## src/hdl/humidity_temperature_sample_convert_unit_defines.svh

```systemverilog
// Assertion macros for the humidity/temperature sample converter.
`ifndef HUMIDITY_TEMPERATURE_SAMPLE_CONVERT_UNIT_DEFINES_SVH
`define HUMIDITY_TEMPERATURE_SAMPLE_CONVERT_UNIT_DEFINES_SVH

// Same-cycle implication, checked out of reset.
`define HTSC_ASSERT_NOW(label, clk, rst_n, ante, cons, msg) \
  label: assert property (@(posedge clk) disable iff (!rst_n) (ante) |-> (cons)) \
    else $error(msg);

// Next-cycle implication, checked out of reset.
`define HTSC_ASSERT_NEXT(label, clk, rst_n, ante, cons, msg) \
  label: assert property (@(posedge clk) disable iff (!rst_n) (ante) |=> (cons)) \
    else $error(msg);

`endif

```

## src/hdl/htsc_pkg.sv

```systemverilog
// Types, constants and CRC helper for the humidity/temperature sample converter.
package htsc_pkg;

  typedef logic [7:0] byte_t;

  localparam byte_t       CRC_POLY     = 8'h31;
  localparam byte_t       CRC_INIT     = 8'hFF;
  localparam logic [14:0] T_SPAN       = 15'd17500;
  localparam logic [14:0] T_OFFSET     = 15'd4500;
  localparam logic [6:0]  H_SPAN       = 7'd100;
  localparam logic [16:0] RAW_FULL     = 17'd65535;
  localparam logic [14:0] TEMP_INVALID = 15'h7FFF;
  localparam byte_t       HUM_INVALID  = 8'hFF;
  localparam byte_t       HUM_MAX      = 8'd100;

  localparam int TPROD_W = 31;
  localparam int HPROD_W = 23;

  typedef logic signed [14:0] temp_t;

  function automatic byte_t crc8_byte(input byte_t crc_in, input byte_t data);
    byte_t crc;
    crc = crc_in ^ data;
    for (int k = 0; k < 8; k++) begin
      if (crc[7]) begin
        crc = {crc[6:0], 1'b0} ^ CRC_POLY;
      end else begin
        crc = {crc[6:0], 1'b0};
      end
    end
    return crc;
  endfunction

endpackage

```

## src/hdl/htsc_ifs.sv

```systemverilog
// Input and result channel interfaces for the humidity/temperature sample converter.
interface htsc_in_if;
  logic            valid;
  logic            ready;
  htsc_pkg::byte_t temp_msb;
  htsc_pkg::byte_t temp_lsb;
  htsc_pkg::byte_t temp_check;
  htsc_pkg::byte_t hum_msb;
  htsc_pkg::byte_t hum_lsb;
  htsc_pkg::byte_t hum_check;

  modport source (output valid, temp_msb, temp_lsb, temp_check, hum_msb, hum_lsb,
                  hum_check, input ready);
  modport sink (input valid, temp_msb, temp_lsb, temp_check, hum_msb, hum_lsb,
                hum_check, output ready);
endinterface

interface htsc_out_if;
  logic            valid;
  logic            ready;
  logic            valid_res;
  htsc_pkg::temp_t temp_centi;
  htsc_pkg::byte_t hum_percent;

  modport source (output valid, valid_res, temp_centi, hum_percent, input ready);
  modport sink (input valid, valid_res, temp_centi, hum_percent, output ready);
endinterface

```

## src/hdl/humidity_temperature_sample_convert_unit.sv

```systemverilog
// Top level: three-stage pipelined CRC check and raw-to-unit conversion of sensor readings.
//
//   channel   | direction | payload
//   ----------+-----------+-----------------------------------------------------
//   in_item   | sink      | temp_msb, temp_lsb, temp_check, hum_msb, hum_lsb, hum_check
//   out_item  | source    | valid_res, temp_centi, hum_percent
//
// Each item is registered through stages 1, 2 and 3; one enters per cycle unless stalled.
// Stage 1 runs the first CRC byte and the scaling multiplies, stage 2 the second CRC
// byte and the remainder for division by 65535, stage 3 the correction and output.
// rst_n is synchronous and clears the stage valid bits only.
// A stalled output holds each stage that is full; empty stages still fill.
`include "humidity_temperature_sample_convert_unit_defines.svh"

module humidity_temperature_sample_convert_unit (
  input  logic       clk,
  input  logic       rst_n,
  htsc_in_if.sink    in_item,
  htsc_out_if.source out_item
);

  logic v1_r, v1_nxt, v2_r, v2_nxt, v3_r, v3_nxt;
  logic en1, en2, en3;

  htsc_pkg::byte_t                   s1_tcrc_r, s1_tl_r, s1_tc_r;
  htsc_pkg::byte_t                   s1_hcrc_r, s1_hl_r, s1_hc_r;
  logic [htsc_pkg::TPROD_W-1:0]      s1_tprod_r;
  logic [htsc_pkg::HPROD_W-1:0]      s1_hprod_r;

  logic                              s2_ok_r;
  logic [14:0]                       s2_tq_r;
  logic [16:0]                       s2_tr_r;
  logic [6:0]                        s2_hq_r;
  logic [16:0]                       s2_hr_r;

  logic                              s3_ok_r;
  htsc_pkg::temp_t                   s3_temp_r;
  htsc_pkg::byte_t                   s3_hum_r;

  logic [14:0]                       tq_fix;
  logic [6:0]                        hq_fix;

  assign en3 = !v3_r || out_item.ready;
  assign en2 = !v2_r || en3;
  assign en1 = !v1_r || en2;
  assign in_item.ready = en1;

  always_comb begin
    v1_nxt = en1 ? in_item.valid : v1_r;
    v2_nxt = en2 ? v1_r : v2_r;
    v3_nxt = en3 ? v2_r : v3_r;
  end

  always_ff @(posedge clk) begin
    if (!rst_n) begin
      v1_r <= 1'b0;
      v2_r <= 1'b0;
      v3_r <= 1'b0;
    end else begin
      v1_r <= v1_nxt;
      v2_r <= v2_nxt;
      v3_r <= v3_nxt;
    end
  end

  // stage 1: first CRC byte, scale raw words
  always_ff @(posedge clk) begin
    if (en1) begin
      s1_tcrc_r  <= htsc_pkg::crc8_byte(htsc_pkg::CRC_INIT, in_item.temp_msb);
      s1_tl_r    <= in_item.temp_lsb;
      s1_tc_r    <= in_item.temp_check;
      s1_hcrc_r  <= htsc_pkg::crc8_byte(htsc_pkg::CRC_INIT, in_item.hum_msb);
      s1_hl_r    <= in_item.hum_lsb;
      s1_hc_r    <= in_item.hum_check;
      s1_tprod_r <= htsc_pkg::TPROD_W'(htsc_pkg::T_SPAN)
                    * htsc_pkg::TPROD_W'({in_item.temp_msb, in_item.temp_lsb});
      s1_hprod_r <= htsc_pkg::HPROD_W'(htsc_pkg::H_SPAN)
                    * htsc_pkg::HPROD_W'({in_item.hum_msb, in_item.hum_lsb});
    end
  end

  // stage 2: finish CRC, estimate quotient and remainder of division by 65535
  always_ff @(posedge clk) begin
    if (en2) begin
      s2_ok_r <= (htsc_pkg::crc8_byte(s1_tcrc_r, s1_tl_r) == s1_tc_r)
                 && (htsc_pkg::crc8_byte(s1_hcrc_r, s1_hl_r) == s1_hc_r);
      s2_tq_r <= s1_tprod_r[htsc_pkg::TPROD_W-1:16];
      s2_tr_r <= {1'b0, s1_tprod_r[15:0]} + {2'b00, s1_tprod_r[htsc_pkg::TPROD_W-1:16]};
      s2_hq_r <= s1_hprod_r[htsc_pkg::HPROD_W-1:16];
      s2_hr_r <= {1'b0, s1_hprod_r[15:0]} + {10'b0, s1_hprod_r[htsc_pkg::HPROD_W-1:16]};
    end
  end

  // stage 3: correct quotient, offset temperature, substitute fill on CRC failure
  always_comb begin
    tq_fix = (s2_tr_r >= htsc_pkg::RAW_FULL) ? s2_tq_r + 15'd1 : s2_tq_r;
    hq_fix = (s2_hr_r >= htsc_pkg::RAW_FULL) ? s2_hq_r + 7'd1 : s2_hq_r;
  end

  always_ff @(posedge clk) begin
    if (en3) begin
      s3_ok_r <= s2_ok_r;
      if (s2_ok_r) begin
        s3_temp_r <= htsc_pkg::temp_t'(tq_fix - htsc_pkg::T_OFFSET);
        s3_hum_r  <= {1'b0, hq_fix};
      end else begin
        s3_temp_r <= htsc_pkg::temp_t'(htsc_pkg::TEMP_INVALID);
        s3_hum_r  <= htsc_pkg::HUM_INVALID;
      end
    end
  end

  assign out_item.valid       = v3_r;
  assign out_item.valid_res   = s3_ok_r;
  assign out_item.temp_centi  = s3_temp_r;
  assign out_item.hum_percent = s3_hum_r;

  `HTSC_ASSERT_NOW(a_fill_on_fail, clk, rst_n, out_item.valid && !out_item.valid_res, out_item.temp_centi == htsc_pkg::temp_t'(htsc_pkg::TEMP_INVALID) && out_item.hum_percent == htsc_pkg::HUM_INVALID, "CRC failure without fill pattern")
  `HTSC_ASSERT_NOW(a_range_on_pass, clk, rst_n, out_item.valid && out_item.valid_res, out_item.hum_percent <= htsc_pkg::HUM_MAX && out_item.temp_centi >= -htsc_pkg::temp_t'(htsc_pkg::T_OFFSET), "converted value out of range")
  `HTSC_ASSERT_NOW(a_full_only_on_stall, clk, rst_n, !in_item.ready, v1_r && v2_r && v3_r && !out_item.ready, "input blocked with pipeline not full")
  `HTSC_ASSERT_NEXT(a_accept_fills, clk, rst_n, in_item.valid && in_item.ready, v1_r, "accepted item lost at stage 1")

endmodule
```

## src/flat_wrapper.sv

```systemverilog
// flat-port wrapper written by rule: the top's interface ports become plain ports
module humidity_temperature_sample_convert_unit_flat 
  (clk, rst_n, in_item_valid, in_item_temp_msb, in_item_temp_lsb, in_item_temp_check, in_item_hum_msb, in_item_hum_lsb, in_item_hum_check, in_item_ready, out_item_valid, out_item_valid_res, out_item_temp_centi, out_item_hum_percent, out_item_ready);
  htsc_in_if in_item_i ();
  htsc_out_if out_item_i ();
  input  logic clk;
  input  logic rst_n;
  input wire logic [$bits(in_item_i.valid)-1:0] in_item_valid;
  input wire logic [$bits(in_item_i.temp_msb)-1:0] in_item_temp_msb;
  input wire logic [$bits(in_item_i.temp_lsb)-1:0] in_item_temp_lsb;
  input wire logic [$bits(in_item_i.temp_check)-1:0] in_item_temp_check;
  input wire logic [$bits(in_item_i.hum_msb)-1:0] in_item_hum_msb;
  input wire logic [$bits(in_item_i.hum_lsb)-1:0] in_item_hum_lsb;
  input wire logic [$bits(in_item_i.hum_check)-1:0] in_item_hum_check;
  output wire logic [$bits(in_item_i.ready)-1:0] in_item_ready;
  output wire logic [$bits(out_item_i.valid)-1:0] out_item_valid;
  output wire logic [$bits(out_item_i.valid_res)-1:0] out_item_valid_res;
  output wire logic [$bits(out_item_i.temp_centi)-1:0] out_item_temp_centi;
  output wire logic [$bits(out_item_i.hum_percent)-1:0] out_item_hum_percent;
  input wire logic [$bits(out_item_i.ready)-1:0] out_item_ready;
  assign in_item_i.valid = in_item_valid;
  assign in_item_i.temp_msb = in_item_temp_msb;
  assign in_item_i.temp_lsb = in_item_temp_lsb;
  assign in_item_i.temp_check = in_item_temp_check;
  assign in_item_i.hum_msb = in_item_hum_msb;
  assign in_item_i.hum_lsb = in_item_hum_lsb;
  assign in_item_i.hum_check = in_item_hum_check;
  assign in_item_ready = in_item_i.ready;
  assign out_item_valid = out_item_i.valid;
  assign out_item_valid_res = out_item_i.valid_res;
  assign out_item_temp_centi = out_item_i.temp_centi;
  assign out_item_hum_percent = out_item_i.hum_percent;
  assign out_item_i.ready = out_item_ready;
  humidity_temperature_sample_convert_unit u_core (.clk(clk), .rst_n(rst_n), .in_item(in_item_i), .out_item(out_item_i));
endmodule
```

## config.mk

```make
export PLATFORM = sky130hd
export DESIGN_NAME = humidity_temperature_sample_convert_unit_flat
export DESIGN_NICKNAME = d
export VERILOG_FILES = /design/src/hdl/htsc_pkg.sv /design/src/hdl/htsc_ifs.sv /design/src/hdl/humidity_temperature_sample_convert_unit.sv /design/src/flat_wrapper.sv
export VERILOG_INCLUDE_DIRS = /design/src /design/src/hdl
export SDC_FILE = /design/constraint.sdc
export NUM_CORES = 1
export LEC_CHECK = 0
export BUFFER_PORTS_ARGS = -buffer_cell sky130_fd_sc_hd__buf_2
export CAP_MARGIN = 20
export CORE_MARGIN = 2
export CORE_UTILIZATION = 60
export DETAILED_ROUTE_END_ITERATION = 10
export PLACE_DENSITY_LB_ADDON = 0.05
export SKIP_LAST_GASP = 1
export SLEW_MARGIN = 20
export SYNTH_ARGS = -nofsm -noshare
export SYNTH_HDL_FRONTEND = slang
export SYNTH_SLANG_ARGS = --single-unit
```

## constraint.sdc

```tcl
create_clock -name clk -period 8.8 [get_ports clk]
set_input_delay 1.32 -clock clk [delete_from_list [all_inputs] [get_ports clk]]
set_output_delay 1.32 -clock clk [all_outputs]
set_load 0.05 [all_outputs]
```

Word level (Yosys, flattened, before mapping)
Index checks and enable logic that the tools add are counted.
{"block": "totals", "ff_bits": 182, "input_bits": 52, "out_inout_bits": 26, "wordCells": 141}
{"block": "op_classes", "n_addsub": 5, "n_mul": 2, "n_lt_le_gt_ge": 2, "eq_ne": 2, "n_mux": 65, "bitwise_logic": 36, "n_reduce_logical": 7}
{"cell": "8-bit 2-to-1 mux", "count": 31}
{"cell": "6-bit 2-to-1 mux", "count": 32}
{"cell": "3-bit inverter", "count": 32}
{"cell": "17-bit by 16-bit greater-or-equal comparator with 1-bit output, second input constant", "count": 2}
{"cell": "13-bit by 16-bit multiplier with 29-bit output, first input constant", "count": 1}
{"cell": "5-bit by 16-bit multiplier with 21-bit output, first input constant", "count": 1}
{"cell": "16-bit by 15-bit adder with 17-bit output", "count": 1}
{"cell": "16-bit by 7-bit adder with 17-bit output", "count": 1}
{"cell": "8-bit == test", "count": 2}
{"cell": "8-bit inverter", "count": 2}
{"cell": "8-bit XOR", "count": 2}
{"cell": "15-bit by 1-bit adder with 15-bit output, second input constant", "count": 1}
{"cell": "15-bit 2-to-1 mux", "count": 1}
{"cell": "15-bit by 13-bit subtractor with 15-bit output, second input constant", "count": 1}
{"cell": "7-bit by 1-bit adder with 7-bit output, second input constant", "count": 1}
{"cell": "7-bit 2-to-1 mux", "count": 1}
{"cell": "1-bit zero test", "count": 3}
{"cell": "1-bit logical OR", "count": 3}
{"cell": "1-bit logical AND", "count": 1}

Depth between registers and ports, before layout
{"block": "depth", "word_depth": 27, "mapped_depth": 17}

Least setup slack after synthesis
No wires, ideal clock.
{"block": "synth_timing", "path_kind": "in2reg", "startpoint": "in in_item_temp_lsb[7]", "endpoint": "reg u_core.s1_tprod_r[27] in the netlist's numbering (data pin)", "setup_time_ps": 266, "t_arrival_ps": 5157, "t_required_ps": 8534, "path_slack_ps": 3377, "path_stages": 15, "n_path_buf": 0, "cell_sequence": "ha_1 fa_1 ha_1 inv_1 fa_1 fa_1 inv_1 ha_1 a21oi_1 nand2_1 o31a_1 a221oi_1 o31ai_1 o41ai_1 xnor2_1"}
{"block": "synth_between", "elab_chain_len": 1}
{"element": "start, declared", "line": "flat_wrapper.sv:10", "rtl": "input wire logic [$bits(in_item_i.temp_lsb)-1:0] in_item_temp_lsb;"}
{"element": "13-bit by 16-bit multiplier with 29-bit output", "line": "humidity_temperature_sample_convert_unit.sv:76", "rtl": "* htsc_pkg::TPROD_W'({in_item.temp_msb, in_item.temp_lsb});"}
{"element": "end signal, assigned", "line": "humidity_temperature_sample_convert_unit.sv:75", "rtl": "s1_tprod_r <= htsc_pkg::TPROD_W'(htsc_pkg::T_SPAN)"}
{"element": "end, declared", "line": "humidity_temperature_sample_convert_unit.sv:27", "rtl": "logic [htsc_pkg::TPROD_W-1:0] s1_tprod_r;"}
No other way between the ends.
A chain may end at the register's enable or synchronous reset.

Worst setup path after layout
{"block": "layout_timing", "startpoint": "in in_item_temp_msb[0]", "endpoint": "reg u_core.s1_tprod_r[27] in the netlist's numbering (data pin)"}
{"block": "layout_between", "elab_chain_len": 1}
{"element": "start, declared", "line": "flat_wrapper.sv:9", "rtl": "input wire logic [$bits(in_item_i.temp_msb)-1:0] in_item_temp_msb;"}
{"element": "13-bit by 16-bit multiplier with 29-bit output", "line": "humidity_temperature_sample_convert_unit.sv:76"}
No other way between the ends.

==> run_results.csv <==
group,metric,value,unit
logic_synthesis,multiplexer_share_of_the_synthesized_area,0.516,%
critical_path,critPathArrivalTime,5.76,ns
timing,fin_worst_skew,0.0154,ns
timing,layout_min_cycle_time,5.59,ns
logic_synthesis,postSynthAreaPerCell,11.4,µm²
clocking,clock_sinks,174,
worst_hold_path,hp-start,"u_core.s1_tprod_r[17]",
global_route,gr-usage-all-layers,22.3,%
clocking,clock_insertion_delay_worst_skew,0.43,ns
logic_synthesis,synth-async-reset-ratio,0,%
critical_path,worst_path_max_delay_cell,"sky130_fd_sc_hd__fa_1",
finish,nNetsFinal,1497,
logic_synthesis,ys_types,76,
logic_synthesis,netlist_area,12800,µm²
die,io_pins,78,
drt,total_wirelength,23.6,mm
finish,num-fill-cells,1614,
worst_hold_path,hold_path.class,"flop to flop",
critical_path,cp.required,8.97,ns
logic_synthesis,synth-adder-area-share,25.8,%
global_route,number_of_global_route_vias_before_repair,7993,
global_route,initial_antenna_violation_count,0,
logic_synthesis,yosys_warnings,0,
drt,drt_first_pass_iters,4,
drt,viasPerCell,5.41,
clocking,tritoncts.num_buffers,17,
logic_synthesis,syn_inst,1129,
finish,flow.area_growth_from_synthesis,10.4,%
clocking,ctsRootBufferMaster,"sky130_fd_sc_hd__clkbuf_16",
place,port_buffers,77,
timing,timing.setup.tns,0,ns
logic_synthesis,seq_area_frac_synth,40.4,%
critical_path,crit-reg2reg-capture,"u_core.out_item.temp_centi[14]",
timing,maxClockFrequency,179,MHz
die,initial_utilization,61.1,%
global_route,grt_pass1_wl,39.1,mm
global_route,gr-total-overflow,0,
finish,diode_count,0,
clocking,cts.path.max_buffers,2,
logic_synthesis,synth_enable_flop_cells,171,
clocking,post_cts.resized_instances,0,
clocking,cts.hold.buffers_added,0,
place,gp_congestion,0.876,
die,overall_die_area,22600,µm²
timing,setup_viol,0,
logic_synthesis,synth.ff_latch_count,174,
die,chipHeight,150,µm
place,detailedPlace.worstSlack,2.75,ns
timing,period_share,63.6,%
critical_path,critical_path.cell_chain,"buf_2, ha_1, fa_1, ha_1, inv_1, fa_1, fa_1, inv_1, ha_1, a21oi_1, nand2_1, o31a_1, a221oi_1, o31ai_1, o41ai_1, xnor2_1",
place,dpl.hpwl,19.0,mm
critical_path,setup.worst_path.class,"primary input to flop",
run_status,outcome,"complete, no violations",
critical_path,setup.worst_path.start_class,"primary input",
critical_path,ff2ff_path_depth,12,
drt,antenna_violating_nets_post_route,0,
logic_synthesis,main_combinational_cell_family_by_area_after_synthesis,"adder cells",
worst_hold_path,timing.hold.worst_endpoint,"u_core.s2_tr_r[1]",
critical_path,cp_max_fo,7,
clocking,clk_pin_slew,0.07,ns
timing,tightest_slew,1.04,ns
die,design.core.area,21000,µm²
drt,wl_per_cell,15.7,µm
critical_path,critPathMaxStageDelay,0.55,ns
logic_synthesis,syn_nets,1411,
clocking,clock_tree.htree_level_count,4,
logic_synthesis,post_synth_xor_area_fraction,9.84,%
finish,drive_gt1_share,10.5,%
run,maxCapViolCount,0,
worst_hold_path,timing.hold.worst_path_depth,0,
timing,grt_setup_unrepaired,"no",
logic_synthesis,most_used_flip_flop_cell_after_synthesis,"sky130_fd_sc_hd__edfxtp_1",
drt,detailed_route_iter0_violations,401,
die,chipWidth,150,µm
logic_synthesis,synth-compound-area-share,8.67,%
logic_synthesis,synthSimpleGateAreaFrac,8.90,%
global_route,grt_max_degree,55,
critical_path,setup.worst_path.end_class,"flop",
timing,post-route-worst-setup-slack,3.21,ns
timing,worst_slew_margin,30.7,%
power_and_ir_drop,worst_ir_drop_vdd,0.000141,V
clocking,cts_tree,"built",
power_and_ir_drop,power_leakage,6.33,nW
drt,drc,0,
critical_path,r2r_slack,5.06,ns
drt,via_count,8126,
power_and_ir_drop,power_per_cell_area,293,nW/µm²
timing,report.final.hold_viol_count,0,
timing,final_max_slew_viol_count,0,
critical_path,timing.rr.start,"u_core.s2_tr_r[6]",
die,placement_rows,53,
clocking,post_cts.repair.setup_buffers,0,
cell type report:
type	count	area, µm²	share of cell area (%)
Clock buffer	17	425	3.00
Clock inverter	15	208	1.46
Inverter	186	698	4.92
Multi-Input combinational cell	758	6920	48.8
Sequential cell	174	5190	36.6
Tap cell	275	344	2.43
Timing Repair Buffer	78	393	2.77
sequential cells by signal, indices dropped and copies added, names as in the netlist, 5 cells and up:
signal / flops
u_core.s1_hprod_r: 18
u_core.s1_tprod_r: 28
u_core.s1_hl_r: 8
u_core.s1_tcrc_r: 8
u_core.out_item.temp_centi: 15
u_core.s2_tq_r: 13
u_core.s1_tl_r: 8
u_core.s2_hr_r: 17
u_core.s1_hcrc_r: 8
u_core.s1_hc_r: 8
u_core.s1_tc_r: 8
u_core.s2_hq_r: 5
u_core.out_item.hum_percent: 8
u_core.s2_tr_r: 17
routing by layer:
layer	vias up	part of all wire (%)	track usage, %
met2	131	47	36.7
li1	4133	-	-
met4	0	1.8	7.03
met5	-	0	0
met1	3832	48	30.8
met3	30	2.6	3.03
per-stage QoR:
step | total power [mW] | instances | cell area [µm²] | utilization [%] | hold WS, ns
global placement | 3.36 | 1471 | 13500 | 64.4 | 0.404
finish | 4.16 | 1503 | 14200 | 67.5 | 0.424
floorplan | 2.96 | 1129 | 12800 | - | 0.400
detailed placement | 3.40 | 1471 | 13500 | 64.4 | 0.405
global route | 4.51 | 1503 | 14200 | 67.5 | 0.426
CTS | 4.19 | 1503 | 14200 | 67.5 | 0.423
worst max-delay path by stage:
stage / cells past startpoint / start / endpoint / slack (ns)
3_5_place_dp: 16 / in_item_temp_msb[0] / u_core.s1_tprod_r[27] / 2.75
5_1_grt: 16 / in_item_temp_msb[0] / u_core.s1_tprod_r[27] / 2.98
4_1_cts: 16 / in_item_temp_msb[0] / u_core.s1_tprod_r[27] / 3.20
3_3_place_gp: 16 / in_item_temp_msb[0] / u_core.s1_tprod_r[27] / 2.95
6_report: 16 / in_item_temp_msb[0] / u_core.s1_tprod_r[27] / 3.21
2_1_floorplan: 15 / in_item_temp_lsb[7] / u_core.s1_tprod_r[27] / 3.38
worst max-delay path, delay by kind of cell:
| family | cells | cell delay [ns] |
|---|---|---|
| simple gates | 1 | 0.13 |
| buf+inv | 3 | 0.32 |
| fa+ha+maj | 6 | 2.38 |
| compound gates | 5 | 1.49 |
| xor+xnor | 1 | 0.12 |
cells in the final DEF, fill, tap and decap left out, types with 9 or more instances in the layout:
master / synthesis / layout
sky130_fd_sc_hd__ha_1: 172 / 172
sky130_fd_sc_hd__nand2_1: 57 / 56
sky130_fd_sc_hd__a21o_1: 16 / 16
sky130_fd_sc_hd__a31oi_1: 9 / 9
sky130_fd_sc_hd__nor3_1: 15 / 15
sky130_fd_sc_hd__fa_1: 58 / 58
sky130_fd_sc_hd__nor2_1: 33 / 33
sky130_fd_sc_hd__inv_1: 186 / 186
sky130_fd_sc_hd__xor2_1: 48 / 48
sky130_fd_sc_hd__or3_1: 9 / 9
sky130_fd_sc_hd__xnor2_1: 92 / 92
sky130_fd_sc_hd__clkbuf_16: 0 / 17
sky130_fd_sc_hd__a21oi_1: 45 / 45
sky130_fd_sc_hd__edfxtp_1: 171 / 171
sky130_fd_sc_hd__nand4_1: 13 / 13
sky130_fd_sc_hd__and2_1: 10 / 10
sky130_fd_sc_hd__buf_2: 5 / 77
sky130_fd_sc_hd__o21ai_0: 25 / 25
sky130_fd_sc_hd__nand3_1: 29 / 28
kinds of logic (layout without fill, tap and decap cells):
group           Yosys count  count (layout)
compound gates          161             161
xor+xnor                142             142
fa+ha+maj               230             230
buf+inv                 197             296
flops                   174             174
mux                       6               6
simple gates            219             219
synth_stat cells, types with 4 or more instances:
master	count	share of area, %
sky130_fd_sc_hd__o31ai_1	4	0.23
sky130_fd_sc_hd__nand3_1	29	1.1
sky130_fd_sc_hd__o21a_1	4	0.23
sky130_fd_sc_hd__nor3_1	15	0.58
sky130_fd_sc_hd__mux2i_1	4	0.31
sky130_fd_sc_hd__buf_2	5	0.19
sky130_fd_sc_hd__ha_1	172	17
sky130_fd_sc_hd__xor2_1	48	3.3
sky130_fd_sc_hd__and3_1	7	0.34
sky130_fd_sc_hd__a21oi_1	45	1.8
sky130_fd_sc_hd__inv_1	186	5.4
sky130_fd_sc_hd__nand2b_1	7	0.34
sky130_fd_sc_hd__a21o_1	16	0.93
sky130_fd_sc_hd__fa_1	58	9.0
sky130_fd_sc_hd__xnor2_1	92	6.3
sky130_fd_sc_hd__a31oi_1	9	0.44
sky130_fd_sc_hd__or3_1	9	0.44
sky130_fd_sc_hd__nor4_1	6	0.29
sky130_fd_sc_hd__o21ai_0	25	0.97
sky130_fd_sc_hd__edfxtp_1	171	40
sky130_fd_sc_hd__nor2b_1	8	0.39
sky130_fd_sc_hd__and2_1	10	0.49
sky130_fd_sc_hd__nand4_1	13	0.63
sky130_fd_sc_hd__and4_1	5	0.34
sky130_fd_sc_hd__a41oi_1	6	0.41
sky130_fd_sc_hd__or2_2	4	0.19
sky130_fd_sc_hd__o21bai_1	4	0.23
sky130_fd_sc_hd__a211oi_1	4	0.23
sky130_fd_sc_hd__nand3b_1	5	0.29
sky130_fd_sc_hd__nand2_1	57	1.7
sky130_fd_sc_hd__nor2_1	33	0.96
sky130_fd_sc_hd__clkbuf_1	4	0.12
where the power goes:
part / switching, mW / internal, mW
Clock: 0.376 / 0.393
Combinational: 1.07 / 0.854
Sequential: 0.181 / 1.28
No activity file was read; power rests on OpenSTA's default activity.
